<file path="src/rtl/dlmb_pkg.sv">
package dlmb_pkg;

  localparam int SAMPLE_W   = 32;
  localparam int LAG_W      = 11;
  localparam int SLOT_W     = 3;
  localparam int CMD_W      = 2;
  localparam int ROW_W      = 24;
  localparam int COL_W      = 3;
  localparam int CNT_W      = 32;
  localparam int DEC_W      = 11;
  localparam int OFS_W      = 16;
  localparam int LCNT_W     = 4;
  localparam int BASE_W     = CNT_W + 1;
  localparam int IDX_W      = CNT_W + 3;

  localparam int IN_DATA_W  = 48;
  localparam int OUT_DATA_W = 64;
  localparam int OUT_USER_W = 1;

  localparam int APB_ADDR_W = 4;
  localparam int APB_DATA_W = 32;
  localparam int REG_IDX_W  = APB_ADDR_W - 2;

  localparam logic [REG_IDX_W-1:0] REG_DECIMATION = 2'd0;
  localparam logic [REG_IDX_W-1:0] REG_ROW_OFFSET = 2'd1;
  localparam logic [REG_IDX_W-1:0] REG_LAG_COUNT  = 2'd2;

  localparam int OQ_DEPTH = 4;
  localparam int OQ_AW    = 2;

  typedef enum logic [CMD_W-1:0] {
    CMD_SAMPLE  = 2'd0,
    CMD_PAD     = 2'd1,
    CMD_LAG     = 2'd2,
    CMD_RESTART = 2'd3
  } cmd_t;

  typedef enum logic [3:0] {
    ST_IDLE   = 4'b0001,
    ST_PREP   = 4'b0010,
    ST_DECIDE = 4'b0100,
    ST_EMIT   = 4'b1000
  } state_t;

  typedef struct packed {
    logic [ROW_W-1:0]    row_index;
    logic [COL_W-1:0]    column_index;
    logic [SAMPLE_W-1:0] value;
    logic                missing;
    logic                row_last;
  } elem_t;

endpackage

</file>
<file path="src/rtl/dlmb_outq.sv">
module dlmb_outq (
  input  logic                  clk,
  input  logic                  rst,
  input  logic                  push,
  input  dlmb_pkg::elem_t       push_elem,
  input  logic                  pop_ready,
  output logic                  head_valid,
  output dlmb_pkg::elem_t       head_elem,
  output logic [dlmb_pkg::OQ_AW:0] count
);
  import dlmb_pkg::*;

  elem_t            q_mem [OQ_DEPTH];
  logic [OQ_AW-1:0] wp;
  logic [OQ_AW-1:0] rp;
  logic             pop;

  assign head_valid = (count != '0);
  assign head_elem  = q_mem[rp];
  assign pop        = head_valid & pop_ready;

  always_ff @(posedge clk) begin
    if (push) begin
      q_mem[wp] <= push_elem;
    end
  end

  always_ff @(posedge clk) begin
    if (rst) begin
      wp    <= '0;
      rp    <= '0;
      count <= '0;
    end else begin
      if (push) begin
        wp <= wp + OQ_AW'(1);
      end
      if (pop) begin
        rp <= rp + OQ_AW'(1);
      end
      if (push && !pop) begin
        count <= count + (OQ_AW+1)'(1);
      end else if (!push && pop) begin
        count <= count - (OQ_AW+1)'(1);
      end
    end
  end

  a_no_overflow: assert property (@(posedge clk) disable iff (rst)
    push |-> (count < (OQ_AW+1)'(OQ_DEPTH)))
    else $error("result queue overflow");

  a_count_up: assert property (@(posedge clk) disable iff (rst)
    (push && !pop) |=> (count == (OQ_AW+1)'($past(count) + (OQ_AW+1)'(1))))
    else $error("result queue count did not advance");

  a_count_down: assert property (@(posedge clk) disable iff (rst)
    (!push && pop) |=> (count == (OQ_AW+1)'($past(count) - (OQ_AW+1)'(1))))
    else $error("result queue count did not drop");

endmodule

</file>
<file path="config.mk">
export PLATFORM = sky130hd
export DESIGN_NAME = dlmb_outq
export DESIGN_NICKNAME = d
export VERILOG_FILES = /design/src/rtl/dlmb_pkg.sv /design/src/rtl/dlmb_outq.sv
export SDC_FILE = /design/constraint.sdc
export NUM_CORES = 1
export LEC_CHECK = 0
export ABC_CLOCK_PERIOD_IN_PS = 2300
export BUFFER_PORTS_ARGS = -buffer_cell sky130_fd_sc_hd__buf_2
export CAP_MARGIN = 10
export CORE_ASPECT_RATIO = 0.5
export CORE_MARGIN = 8
export CORE_UTILIZATION = 50
export DETAILED_ROUTE_END_ITERATION = 10
export GPL_ROUTABILITY_DRIVEN = 0
export HOLD_SLACK_MARGIN = 0.06
export PLACE_DENSITY = 0.74
export RECOVER_POWER = 25
export SKIP_CTS_REPAIR_TIMING = 1
export SYNTH_ARGS = -nofsm -noshare
export SYNTH_HDL_FRONTEND = slang
export SYNTH_SLANG_ARGS = --single-unit
</file>
<file path="constraint.sdc">
create_clock -name clk -period 2.3 [get_ports clk]
set_input_delay 0.115 -clock clk [delete_from_list [all_inputs] [get_ports clk]]
set_output_delay 0.115 -clock clk [all_outputs]
set_load 0.05 [all_outputs]
</file>
Word level (Yosys, flattened, before mapping)
Memories as Yosys holds them, arrays and structs flattened. A register that Yosys moved wholly into a read port is not among the register bits.
Index checks and enable logic that the tools add are counted.
Widths: inputs -> output; s select.

storage, ports and cells
  flip-flop bits (word level) = 7
  RAM bits = 244
  memories = 1

operators by class
  add/subtract/negate cells = 4
  mux-type cells = 6
  bitwise logic cells = 1
  reductions and logical operators = 6

memory list
  name   words  bits a word  rd ports  clocked after memory_dff  wr ports  line             source
  q_mem  4      61           1         1                         1         dlmb_outq.sv:13  elem_t q_mem [OQ_DEPTH];

operators by type and width
  cell                 count
  $mux 3               2
  $add 2x1->2 const B  2
  $mux 2               2
  $add 3x1->3 const B  1
  $reduce_bool 3->1    1
  $sub 3x1->3 const B  1
  $logic_and 1x1->1    2
  $logic_not 1->1      2
  $mux 1               2
  $reduce_bool 2->1    1
  $and 1x1->1          1

Depth between registers and ports, before layout
Gate-level depths: netlist of the first run.

  depth after elaboration = 5
  mapped depth = 7
  depth with buffers taken out = 7

Least setup slack after synthesis of the first run
Ideal clock, no wire load.

  path kind = register to register
  from = register wp[0]
  to = memory q_mem[2][0] in the netlist's numbering, enable pin
  library setup time = 0.425 ns
  arrival = 1.981 ns
  required time = 1.875 ns
  slack = -0.106 ns
  cell stages (with the launch flop) = 4
  buffers on the path = 0
  clock period less this slack = 2.406 ns
  path through = dfxtp_1 inv_1 ha_1 and2_1

RTL lines
  element                   line             source
  start: declaration        dlmb_outq.sv:14  logic [OQ_AW-1:0] wp;
  start signal: assignment  dlmb_outq.sv:35  wp <= wp + OQ_AW'(1);
  end: declaration          dlmb_outq.sv:13

No word-level cell before the write port.

Worst setup path in the final report of the first run
  from = register count[0] in the netlist's numbering
  to = register count[2] in the netlist's numbering

on the way
  cells in the longest elaborated chain, start to end = 5
  elaborated cells on any way between the ends = 10

RTL lines
  element                                              line             source
  start: declaration                                   dlmb_outq.sv:9   output logic [dlmb_pkg::OQ_AW:0] count
  start signal: assignment                             dlmb_outq.sv:41  count <= count + (OQ_AW+1)'(1);
  start signal: assignment                             dlmb_outq.sv:43  count <= count - (OQ_AW+1)'(1);
  branches (longest 5 deep; another with $sub 3x1->3)  -

Several ways; the timed one is not identified. The select of a mux whose other input is x is not followed.
A chain may end at the register's enable or synchronous reset.

==> results of run 1 <==
[power by group through the flow]
stage | clock [µW] | sequential (µW) | combinational (µW)
4_1_cts | 3610 | 5490 | 3980
5_1_grt | 3760 | 5460 | 4280
3_5_place_dp | 0 | 5590 | 3980
6_report | 3530 | 5440 | 4060
3_3_place_gp | 0 | 5570 | 3940
2_1_floorplan | 0 | 5540 | 3230
[layout by cell type (no fill, tap or decap), drive strengths merged]
cell type / instances
buf: 108
edfxtp: 244
dfxtp: 9
ha: 5
o31ai: 1
mux2i: 2
clkinvlp: 1
and2: 4
mux4: 61
nor2: 7
clkbuf: 63
fa: 1
or3: 2
a21oi: 1
dlygate4sd3: 64
diode: 1
o311ai: 1
clkinv: 14
bufinv: 1
xor2: 4
inv: 3
xnor2: 1
o21ai: 1
[final cells by class]
class                      count  area, µm²
sequential                   253       7515
fill                        1273       6678
multi-input combinational     91       1624
timing repair buffer         210       1479
clock buffer                  25      583.1
tap                          240      300.3
clock inverter                16      112.6
inverter                       3      11.26
antenna                        1      2.502
[logic make-up after synthesis]
logic type	synth area share
AO/OA/AOI/OAI	0.002824
adder cells (fa/ha/maj)	0.008878
AND/OR/NAND/NOR	0.006860
multiplexers	0.1503
XOR/XNOR	0.004708
flip-flops	0.8071
buffers and inverters	0.01937
[layer usage]
layer  share of wire  GRT usage  vias up  wire length [µm]
met2            0.52     0.2417       86              9150
met5               0          0        -                 0
li1                -          -     1986                 -
met4           0.018    0.03456        0               326
met3           0.040    0.03338       29               714
met1            0.42     0.1868     2305              7466
[state kept, by name, summed over array words and instances (netlist names), named ones only]
| signal | count |
|---|---|
| q_mem | 244 |
| wp | 2 |
| count | 3 |
| rp | 2 |
[worst max-delay path by stage]
stage | start | endpoint | slack (ns) | cells past startpoint
floorplan | count[0] | count[2] | 0.08 | 7
global placement | count[0] | count[2] | 0.26 | 7
detailed placement | count[0] | count[2] | 0.16 | 7
CTS | flip-flop | head_elem[18] | 0.001 | 3
global route | count[0] | count[2] | 0.02 | 7
finish | count[0] | count[2] | 0.16 | 7
[per-stage QoR]
stage,power (µW),hold slack [ns],area [µm²],std cells
6_report,13030,0.3665,11630,839
3_5_place_dp,9566,0.3318,10320,731
4_1_cts,13090,-0.1923,11020,772
3_3_place_gp,9512,0.3265,10320,731
5_1_grt,13500,0.3650,11630,839
2_1_floorplan,8773,0.2139,9306,362
==> results.py, run 1 <==
metrics = {
    "outcome": {
        "status": "finished, final reports clean",
    },
    "synth": {
        "postSynthAreaPerCell_um2": 25.69,
        "seq_area_frac_synth": 0.8071,
        "synth_edf_count": 244,
        "yosysTopAreaCell": "edfxtp_1",
        "netlist_area_um2": 9301,
        "netlist_top_cells_count": "244 x edfxtp_1, 60 x mux4_2, 9 x dfxtp_1",
        "synth.most_common_cell": "edfxtp_1",
        "synth_area_leaders": "edfxtp_1 79%, mux4_2 15%, dfxtp_1 1.9%, buf_12 1.3%, ha_1 0.67%",
        "ys_ff_latch": 253,
        "yosysWarnings": 0,
        "ys_async_sr_fraction": 0,
        "netlist_instances": 362,
        "synth-main-ff-cell": "edfxtp_1",
        "synth_top_area_frac": 0.7877,
        "synth.distinct_cells": 22,
        "synth_fp_nets": 433,
    },
    "floorplan": {
        "chipWidth_um": 208.9,
        "dieArea_um2": 23490,
        "core_um2": 18310,
        "die_h_um": 112.4,
        "floorplan.rows": 35,
        "pin_count": 130,
        "start_util": 0.5081,
    },
    "worst_hold_path": {
        "hold_end": "q_mem[2][45]",
        "holdPathStages": 2,
        "holdCritPathClass": "input port to flip-flop",
        "min_from": "push_elem[45]",
    },
    "sta": {
        "setup_viol": 0,
        "worst_slew_pin_slew_ns": 0.4370,
        "fin_crit_sh": 0.9319,
        "report.final.hold_viol_count": 0,
        "skew_ns": 0.005022,
        "tns_ns": 0,
        "worst_slack_ns": 0.1566,
        "grt_setup_unrepaired": "no",
        "period_minus_slack_ns": 2.143,
        "fmax_ghz": 0.4666,
        "slew_viol_final": 0,
        "slew_headroom": 0.7050,
    },
    "placed_design": {
        "place_ws_ns": 0.1598,
        "portBuffers": 129,
        "dp_hpwl_um": 10960,
    },
    "setup_path": {
        "critPathRequiredTime_ns": 2.72,
        "rr_worst_depth": 7,
        "crit_slowest_cell": "dfxtp_1",
        "r2r_slack_ns": 0.16,
        "crit_arrival_ns": 2.57,
        "path_max_fanout": 6,
        "end_kind": "flip-flop",
        "timing.rr.start": "count[0]",
        "worst-setup-path-type": "flip-flop to flip-flop",
        "cpPeakStageDelay_ns": 0.38,
        "cp-start-kind": "flip-flop",
        "path_cells": "o31ai_1 > ha_1 > inv_1 > fa_1 > xor2_1 > or3_1 > a21oi_1",
        "r2r-end": "count[2]",
        "crit_buf_inv": 1,
        "cp_top_family": "adder cells",
    },
    "cells_and_area": {
        "drive_above_1_share": 0.3478,
        "utilization": 0.6352,
        "fin_nets": 653,
        "syn2layout_area_growth_pct": 25.01,
    },
    "power": {
        "p_seq_frac": 0.418,
        "p_clk_frac": 0.271,
        "p_leak_uw": 0.003905,
        "p_int_uw": 8653,
        "ir_worst_vdd_uv": 587.7,
        "power.switching_uw": 4372,
        "p_sw_frac": 0.3357,
        "pwr-share-comb": 0.312,
        "power_density_nw_per_um2": 1120,
    },
    "clock_tree": {
        "path_clk_slew_ns": 0.06,
        "cts.sinks": 253,
        "htreeDepth": 1,
        "cts_buffer_depth": 3,
        "cts_root_buffer": "clkbuf_16",
        "cts_tree": "yes",
        "numCtsBuffers": 23,
        "insertion_delay_ns": 0.49,
    },
    "drt": {
        "post_drt_wl_per_cell_um": 21.05,
        "vias_per_cell": 5.251,
        "finalWirelength_um": 17660,
        "dr.first_iter.drc_count": 244,
        "ant_nets": 0,
        "drtPass1Iterations": 4,
        "drc_errors": 0,
        "vias": 4406,
    },
    "global_route": {
        "grt_max_degree": 62,
        "grt_pass1_wl_um": 25890,
        "grt.overflow.total": 0,
        "track_usage": 0.1428,
        "first_global_vias": 4445,
        "antenna_found_initial": 1,
    },
    "flow_run": {
        "drv_cap": 0,
    },
}
No activity file was read; power rests on OpenSTA's default activity.
==> inputs of run 2 (changes only) <==
--- a/config.mk
+++ b/config.mk
@@ -5,16 +5,17 @@
 export SDC_FILE = /design/constraint.sdc
 export NUM_CORES = 1
 export LEC_CHECK = 0
-export ABC_CLOCK_PERIOD_IN_PS = 2300
-export BUFFER_PORTS_ARGS = -buffer_cell sky130_fd_sc_hd__buf_2
+export ABC_AREA = 1
+export ABC_CLOCK_PERIOD_IN_PS = 1950
 export CAP_MARGIN = 10
 export CORE_ASPECT_RATIO = 0.5
 export CORE_MARGIN = 8
 export CORE_UTILIZATION = 50
 export DETAILED_ROUTE_END_ITERATION = 10
+export DONT_BUFFER_PORTS = 1
 export GPL_ROUTABILITY_DRIVEN = 0
 export HOLD_SLACK_MARGIN = 0.06
-export PLACE_DENSITY = 0.74
+export PLACE_DENSITY = 0.68
 export RECOVER_POWER = 25
 export SKIP_CTS_REPAIR_TIMING = 1
 export SYNTH_ARGS = -nofsm -noshare
==> constraint.sdc (replaced) <==
create_clock -name clk -period 1.95 [get_ports clk]
set_input_delay 0.0975 -clock clk [delete_from_list [all_inputs] [get_ports clk]]
set_output_delay 0.0975 -clock clk [all_outputs]
set_load 0.05 [all_outputs]
==> run 2 against run 1 <==
Against the previous run:
- total power rose by 28%
- setup slack got worse by 0.27 ns
- the run now ends with setup timing left
- clock power rose by 20%
- first-iteration DRC count grew 110%
- synthesized area up 8.3%
- critical endpoint is now head_elem[41]
- via count rose by 38%
- global-route usage rose by 1.4 points
- critical path type is now flip-flop to primary output
==> results.py, run 2 <==
metrics = {
    "setup_path": {
        "end_kind": "primary output",
        "worst-setup-path-type": "flip-flop to primary output",
        "critPathRequiredTime_ns": 1.85,
        "cpPeakStageDelay_ns": 0.43,
        "crit_slowest_cell": "dfxtp_4",
        "r2r_slack_ns": 0.35,
        "path_max_fanout": 30,
        "cp_top_family": "buffers and inverters",
        "path_cells": "clkinv_8 > buf_12 > o21ai_0 > o22ai_2 > buf_12",
        "cp-start-kind": "flip-flop",
        "crit_buf_inv": 3,
        "critPathMostFrequentCell": "buf_12",
        "crit_arrival_ns": 1.97,
    },
    "synth": {
        "synth_area_leaders": "edfxtp_1 73%, o22ai_2 5.0%, o21ai_0 4.6%, nor2_4 4.5%, nor2_1 3.3%",
        "netlist_top_cells_count": "244 x edfxtp_1, 92 x o21ai_0, 89 x nor2_1",
        "seq_area_frac_synth": 0.7451,
        "yosysTopAreaCell": "edfxtp_1",
        "synth-main-ff-cell": "edfxtp_1",
        "yosysWarnings": 0,
        "netlist_area_um2": 10080,
        "postSynthAreaPerCell_um2": 15.45,
        "ys_ff_latch": 253,
        "synth.most_common_cell": "edfxtp_1",
        "synth_top_area_frac": 0.7272,
        "netlist_instances": 652,
        "ys_async_sr_fraction": 0,
        "synth.distinct_cells": 22,
        "synth_edf_count": 244,
        "synth_fp_nets": 723,
    },
    "clock_tree": {
        "cts_tree": "yes",
        "htreeDepth": 1,
        "cts_root_buffer": "clkbuf_16",
        "cts_buffer_depth": 3,
        "numCtsBuffers": 22,
        "cts.sinks": 253,
        "path_clk_slew_ns": 0.07,
        "insertion_delay_ns": 0.50,
    },
    "floorplan": {
        "core_um2": 19590,
        "die_h_um": 116.4,
        "chipWidth_um": 216.8,
        "floorplan.rows": 36,
        "start_util": 0.5142,
        "dieArea_um2": 25230,
        "pin_count": 130,
    },
    "power": {
        "power_density_nw_per_um2": 1270,
        "p_leak_uw": 0.004473,
        "ir_worst_vdd_uv": 712.3,
    },
    "sta": {
        "grt_setup_unrepaired": "yes",
        "slew_viol_final": 0,
        "setup_viol": 5,
        "fin_crit_sh": 1.060,
        "period_minus_slack_ns": 2.067,
        "report.final.hold_viol_count": 0,
        "worst_slew_pin_slew_ns": 0.4259,
        "slew_headroom": 0.7161,
        "worst_slack_ns": -0.1170,
        "fmax_ghz": 0.4838,
        "skew_ns": 0.007832,
    },
    "drt": {
        "drtPass1Iterations": 5,
        "drc_errors": 0,
        "vias": 6089,
        "finalWirelength_um": 24210,
        "post_drt_wl_per_cell_um": 22.33,
        "vias_per_cell": 5.617,
        "dr.first_iter.drc_count": 517,
        "ant_nets": 0,
    },
    "worst_hold_path": {
        "holdCritPathClass": "input port to flip-flop",
    },
    "global_route": {
        "grt_max_degree": 111,
        "first_global_vias": 5548,
        "grt_use_met3": 0.05016,
        "grt_pass1_wl_um": 31230,
        "top_usage_layer": "met2",
        "antenna_found_initial": 4,
        "grtUsageMet2": 0.2708,
        "track_usage": 0.1570,
        "grt.overflow.total": 0,
        "grt.met1_usage": 0.1923,
    },
    "outcome": {
        "violations": "setup timing",
        "status": "complete, but fails checks",
    },
    "cells_and_area": {
        "regMostFlops": "q_mem",
        "fin_nets": 870,
        "largestRegisters": "q_mem x244, count x3",
        "final_common_cell": "edfxtp_1",
        "largest_reg_flops": 244,
        "layout_common_cells": "244 x edfxtp_1, 88 x nor2_1, 65 x o21ai_1, 65 x dlygate4sd3_1, 59 x o21ai_0",
        "drive_above_1_share": 0.2850,
        "syn2layout_area_growth_pct": 30.47,
        "stdcell_area_um2": 13150,
    },
    "placed_design": {
        "portBuffers": 0,
        "placed_cell_area_um2": 11420,
        "place_ws_ns": 0.3201,
        "dp_hpwl_um": 11890,
    },
    "flow_run": {
        "drv_cap": 0,
    },
}
run 2: worst paths after layout:
path              startpoint       endpoint  depth (start not counted)
setup reg to reg    count[2]       count[2]                         12
setup / recovery   flip-flop  head_elem[41]                          5
hold / removal          push   q_mem[2][28]                          3
hold reg to reg        rp[0]          rp[0]                          2
run 2: final cells by class:
class,instances,area (µm²)
repair inverters,1,8.758
fillers,1301,6447
clock buffers,31,625.6
multi-input cells,344,2277
clock inverters,8,70.07
inverters,17,96.34
diodes,4,10.01
well taps,266,332.8
flip-flops and latches,253,7516
repair buffers,160,2210
run 2: where the power goes:
part	total (µW)	internal, µW	switching, µW
Combinational	6110	2360	3750
Clock	4240	2380	1860
Sequential	6340	6240	107
run 2: layer usage:
layer	up-vias	wire length, µm
li1	2756	-
met1	3033	9860
met2	267	11850
met3	33	2080
met4	0	420
met5	-	0
run 2: worst min-delay path, stage by stage:
cell and delay (ns):
nand2_2 0.05, clkinvlp_4 0.09, buf_12 0.21
run 2: kinds of logic (layout without fill, tap and decap cells):
| group | after synthesis | count (layout) | share of synthesized area |
|---|---|---|---|
| AO/OA/AOI/OAI | 192 | 192 | 0.1282 |
| adder cells (fa/ha/maj) | 6 | 6 | 0.008196 |
| buffers and inverters | 55 | 217 | 0.03390 |
| flip-flops | 253 | 253 | 0.7451 |
| other | 0 | 4 | 0 |
| AND/OR/NAND/NOR | 146 | 146 | 0.08469 |
run 2: metrics by stage:
stage	setup TNS (ns)	power [µW]	hold WS [ns]	util	instances
floorplan	-0.07113	9836	0.1964	-	652
global placement	0	11780	0.1966	0.5826	959
detailed placement	0	11850	0.1966	0.5826	959
CTS	-9.121	16010	-0.3278	0.6181	998
global route	-1.616	17290	0.1748	0.6709	1084
finish	-0.2170	16700	0.1596	0.6709	1084
==> inputs of run 3 (changes only) <==
==> constraint.sdc (replaced) <==
create_clock -name clk -period 1.95 [get_ports clk]
set_input_delay 0.39 -clock clk [delete_from_list [all_inputs] [get_ports clk]]
set_output_delay 0.39 -clock clk [all_outputs]
set_load 0.05 [all_outputs]
==> run 3 against run 2 <==
Against the previous run:
- total power is 0.40% lower
- the flow still finishes with violations (setup timing)
- global-route usage hardly changed
- critical path type unchanged
- highest routed layer unchanged
- combinational power is 3% lower
==> results.py, run 3 (synthesized netlist as in run 2, its figures left out) <==
metrics = {
    "outcome": {
        "status": "complete, but fails checks",
        "violations": "setup timing",
    },
    "drt": {
        "post_drt_wl_per_cell_um": 20.55,
        "drc_errors": 0,
        "drtPass1Iterations": 5,
        "vias": 5852,
        "dr.first_iter.drc_count": 356,
        "ant_nets": 0,
        "finalWirelength_um": 22280,
        "vias_per_cell": 5.399,
    },
    "global_route": {
        "first_global_vias": 5608,
        "grt.overflow.total": 0,
        "antenna_found_initial": 4,
        "grt_max_degree": 62,
        "grt_pass1_wl_um": 31150,
        "track_usage": 0.1574,
    },
    "placed_design": {
        "dp_hpwl_um": 12470,
        "place_ws_ns": 0.2012,
        "portBuffers": 0,
    },
    "setup_path": {
        "r2r-end": "q_mem[0][59]",
        "crit_slowest_cell": "dfxtp_4",
        "r2r_slack_ns": 0.31,
        "timing.critical_path.to": "head_elem[15]",
        "cp_num_cells": 5,
        "crit_arrival_ns": 1.79,
        "worst-setup-path-type": "flip-flop to primary output",
        "end_kind": "primary output",
        "critPathRequiredTime_ns": 1.56,
        "rr_worst_depth": 5,
        "cp_top_family": "buffers and inverters",
        "timing.rr.start": "wp[0]",
        "crit_buf_inv": 3,
        "cp-start-kind": "flip-flop",
        "cpPeakStageDelay_ns": 0.43,
        "path_max_fanout": 13,
        "path_cells": "clkinv_8 > clkbuf_16 > o21ai_1 > o22ai_2 > buf_12",
    },
    "clock_tree": {
        "path_clk_slew_ns": 0.07,
        "cts_tree": "yes",
        "cts_buffer_depth": 3,
        "cts.sinks": 253,
        "cts_root_buffer": "clkbuf_16",
        "htreeDepth": 1,
        "insertion_delay_ns": 0.51,
        "numCtsBuffers": 23,
    },
    "cells_and_area": {
        "fin_nets": 869,
        "seqCellArea_um2": 7516,
        "syn2layout_area_growth_pct": 31.11,
        "multi_input_area_um2": 2327,
        "layout_common_cells": "244 x edfxtp_1, 88 x nor2_1, 76 x o21ai_1",
        "fillers": 1350,
        "drive_above_1_share": 0.3006,
        "final_common_cell": "edfxtp_1",
        "regMostFlops": "q_mem",
        "largest_reg_flops": 244,
        "largestRegisters": "q_mem x244, count x3",
    },
    "sta": {
        "worst_slew_pin_slew_ns": 0.3957,
        "period_minus_slack_ns": 2.177,
        "fin_crit_sh": 1.117,
        "report.final.hold_viol_count": 0,
        "fmax_ghz": 0.4593,
        "slew_viol_final": 0,
        "slew_headroom": 0.7362,
        "grt_setup_unrepaired": "yes",
        "skew_ns": 0.01469,
        "setup_viol": 61,
        "worst_slack_ns": -0.2275,
    },
    "floorplan": {
        "chipWidth_um": 216.8,
        "core_um2": 19590,
        "die_h_um": 116.4,
        "pin_count": 130,
        "start_util": 0.5142,
        "dieArea_um2": 25230,
        "floorplan.rows": 36,
    },
    "flow_run": {
        "drv_cap": 0,
    },
    "power": {
        "ir_worst_vdd_uv": 740.4,
        "p_leak_uw": 0.004505,
        "total_power_uw": 16630,
        "power_density_nw_per_um2": 1259,
    },
    "worst_hold_path": {
        "holdCritPathClass": "input port to flip-flop",
    },
}
==> run 3: cell count changes in the layout (fill, tap and decap cells not counted), sizes merged <==
| cell | delta |
|---|---|
| clkinvlp | +1 |
| inv | -1 |
| bufinv | -1 |
| dlygate4sd3 | -2 |
| buf | +4 |
| clkinv | +3 |
| diode | -1 |
| clkbuf | -3 |
==> run 3: final cells by class <==
type / count / area share
Tap cell: 266 / 0.02519
Sequential cell: 253 / 0.5690
Multi-Input combinational cell: 344 / 0.1762
Clock inverter: 11 / 0.004641
Timing Repair Buffer: 159 / 0.1656
Clock buffer: 31 / 0.05143
Inverter: 17 / 0.007482
Antenna cell: 3 / 0.0005683
==> run 3: metrics by stage <==
step / util / instances / instance area (µm²) / hold slack [ns] / setup TNS, ns
after floorplan: - / 652 / 10110 / 0.4481 / -0.07113
after global placement: 0.5888 / 970 / 11540 / 0.4657 / 0
after detailed placement: 0.5888 / 970 / 11540 / 0.4890 / 0
after CTS: 0.6266 / 1012 / 12280 / -0.05534 / -15.20
after global routing: 0.6742 / 1084 / 13210 / 0.06704 / -15.26
final: 0.6742 / 1084 / 13210 / 0.05436 / -10.21
==> run 3: layer usage <==
layer / vias to the layer above / wire length (µm) / GRT usage / part of all wire
met5: - / 0 / 0 / 0
met4: 0 / 282 / 0.04079 / 0.013
met3: 20 / 1218 / 0.05222 / 0.055
met2: 156 / 11300 / 0.2781 / 0.51
met1: 2923 / 9478 / 0.1856 / 0.43
li1: 2753 / - / - / -
==> run 3: power by group <==
group / switching [µW] / internal [µW]
Combinational: 3610 / 2310
Clock: 1900 / 2460
Sequential: 107 / 6240
==> run 3: worst min path at each step <==
stage | from | end | cells after the start
4_1_cts | push_elem[22] | q_mem[3][22] | 0
2_1_floorplan | rp[0] | flip-flop | 2
3_3_place_gp | rp[0] | rp[0] | 2
3_5_place_dp | push_elem[35] | q_mem[3][35] | 0
5_1_grt | pop_ready | rp[0] | 2
6_report | pop_ready | rp[0] | 2
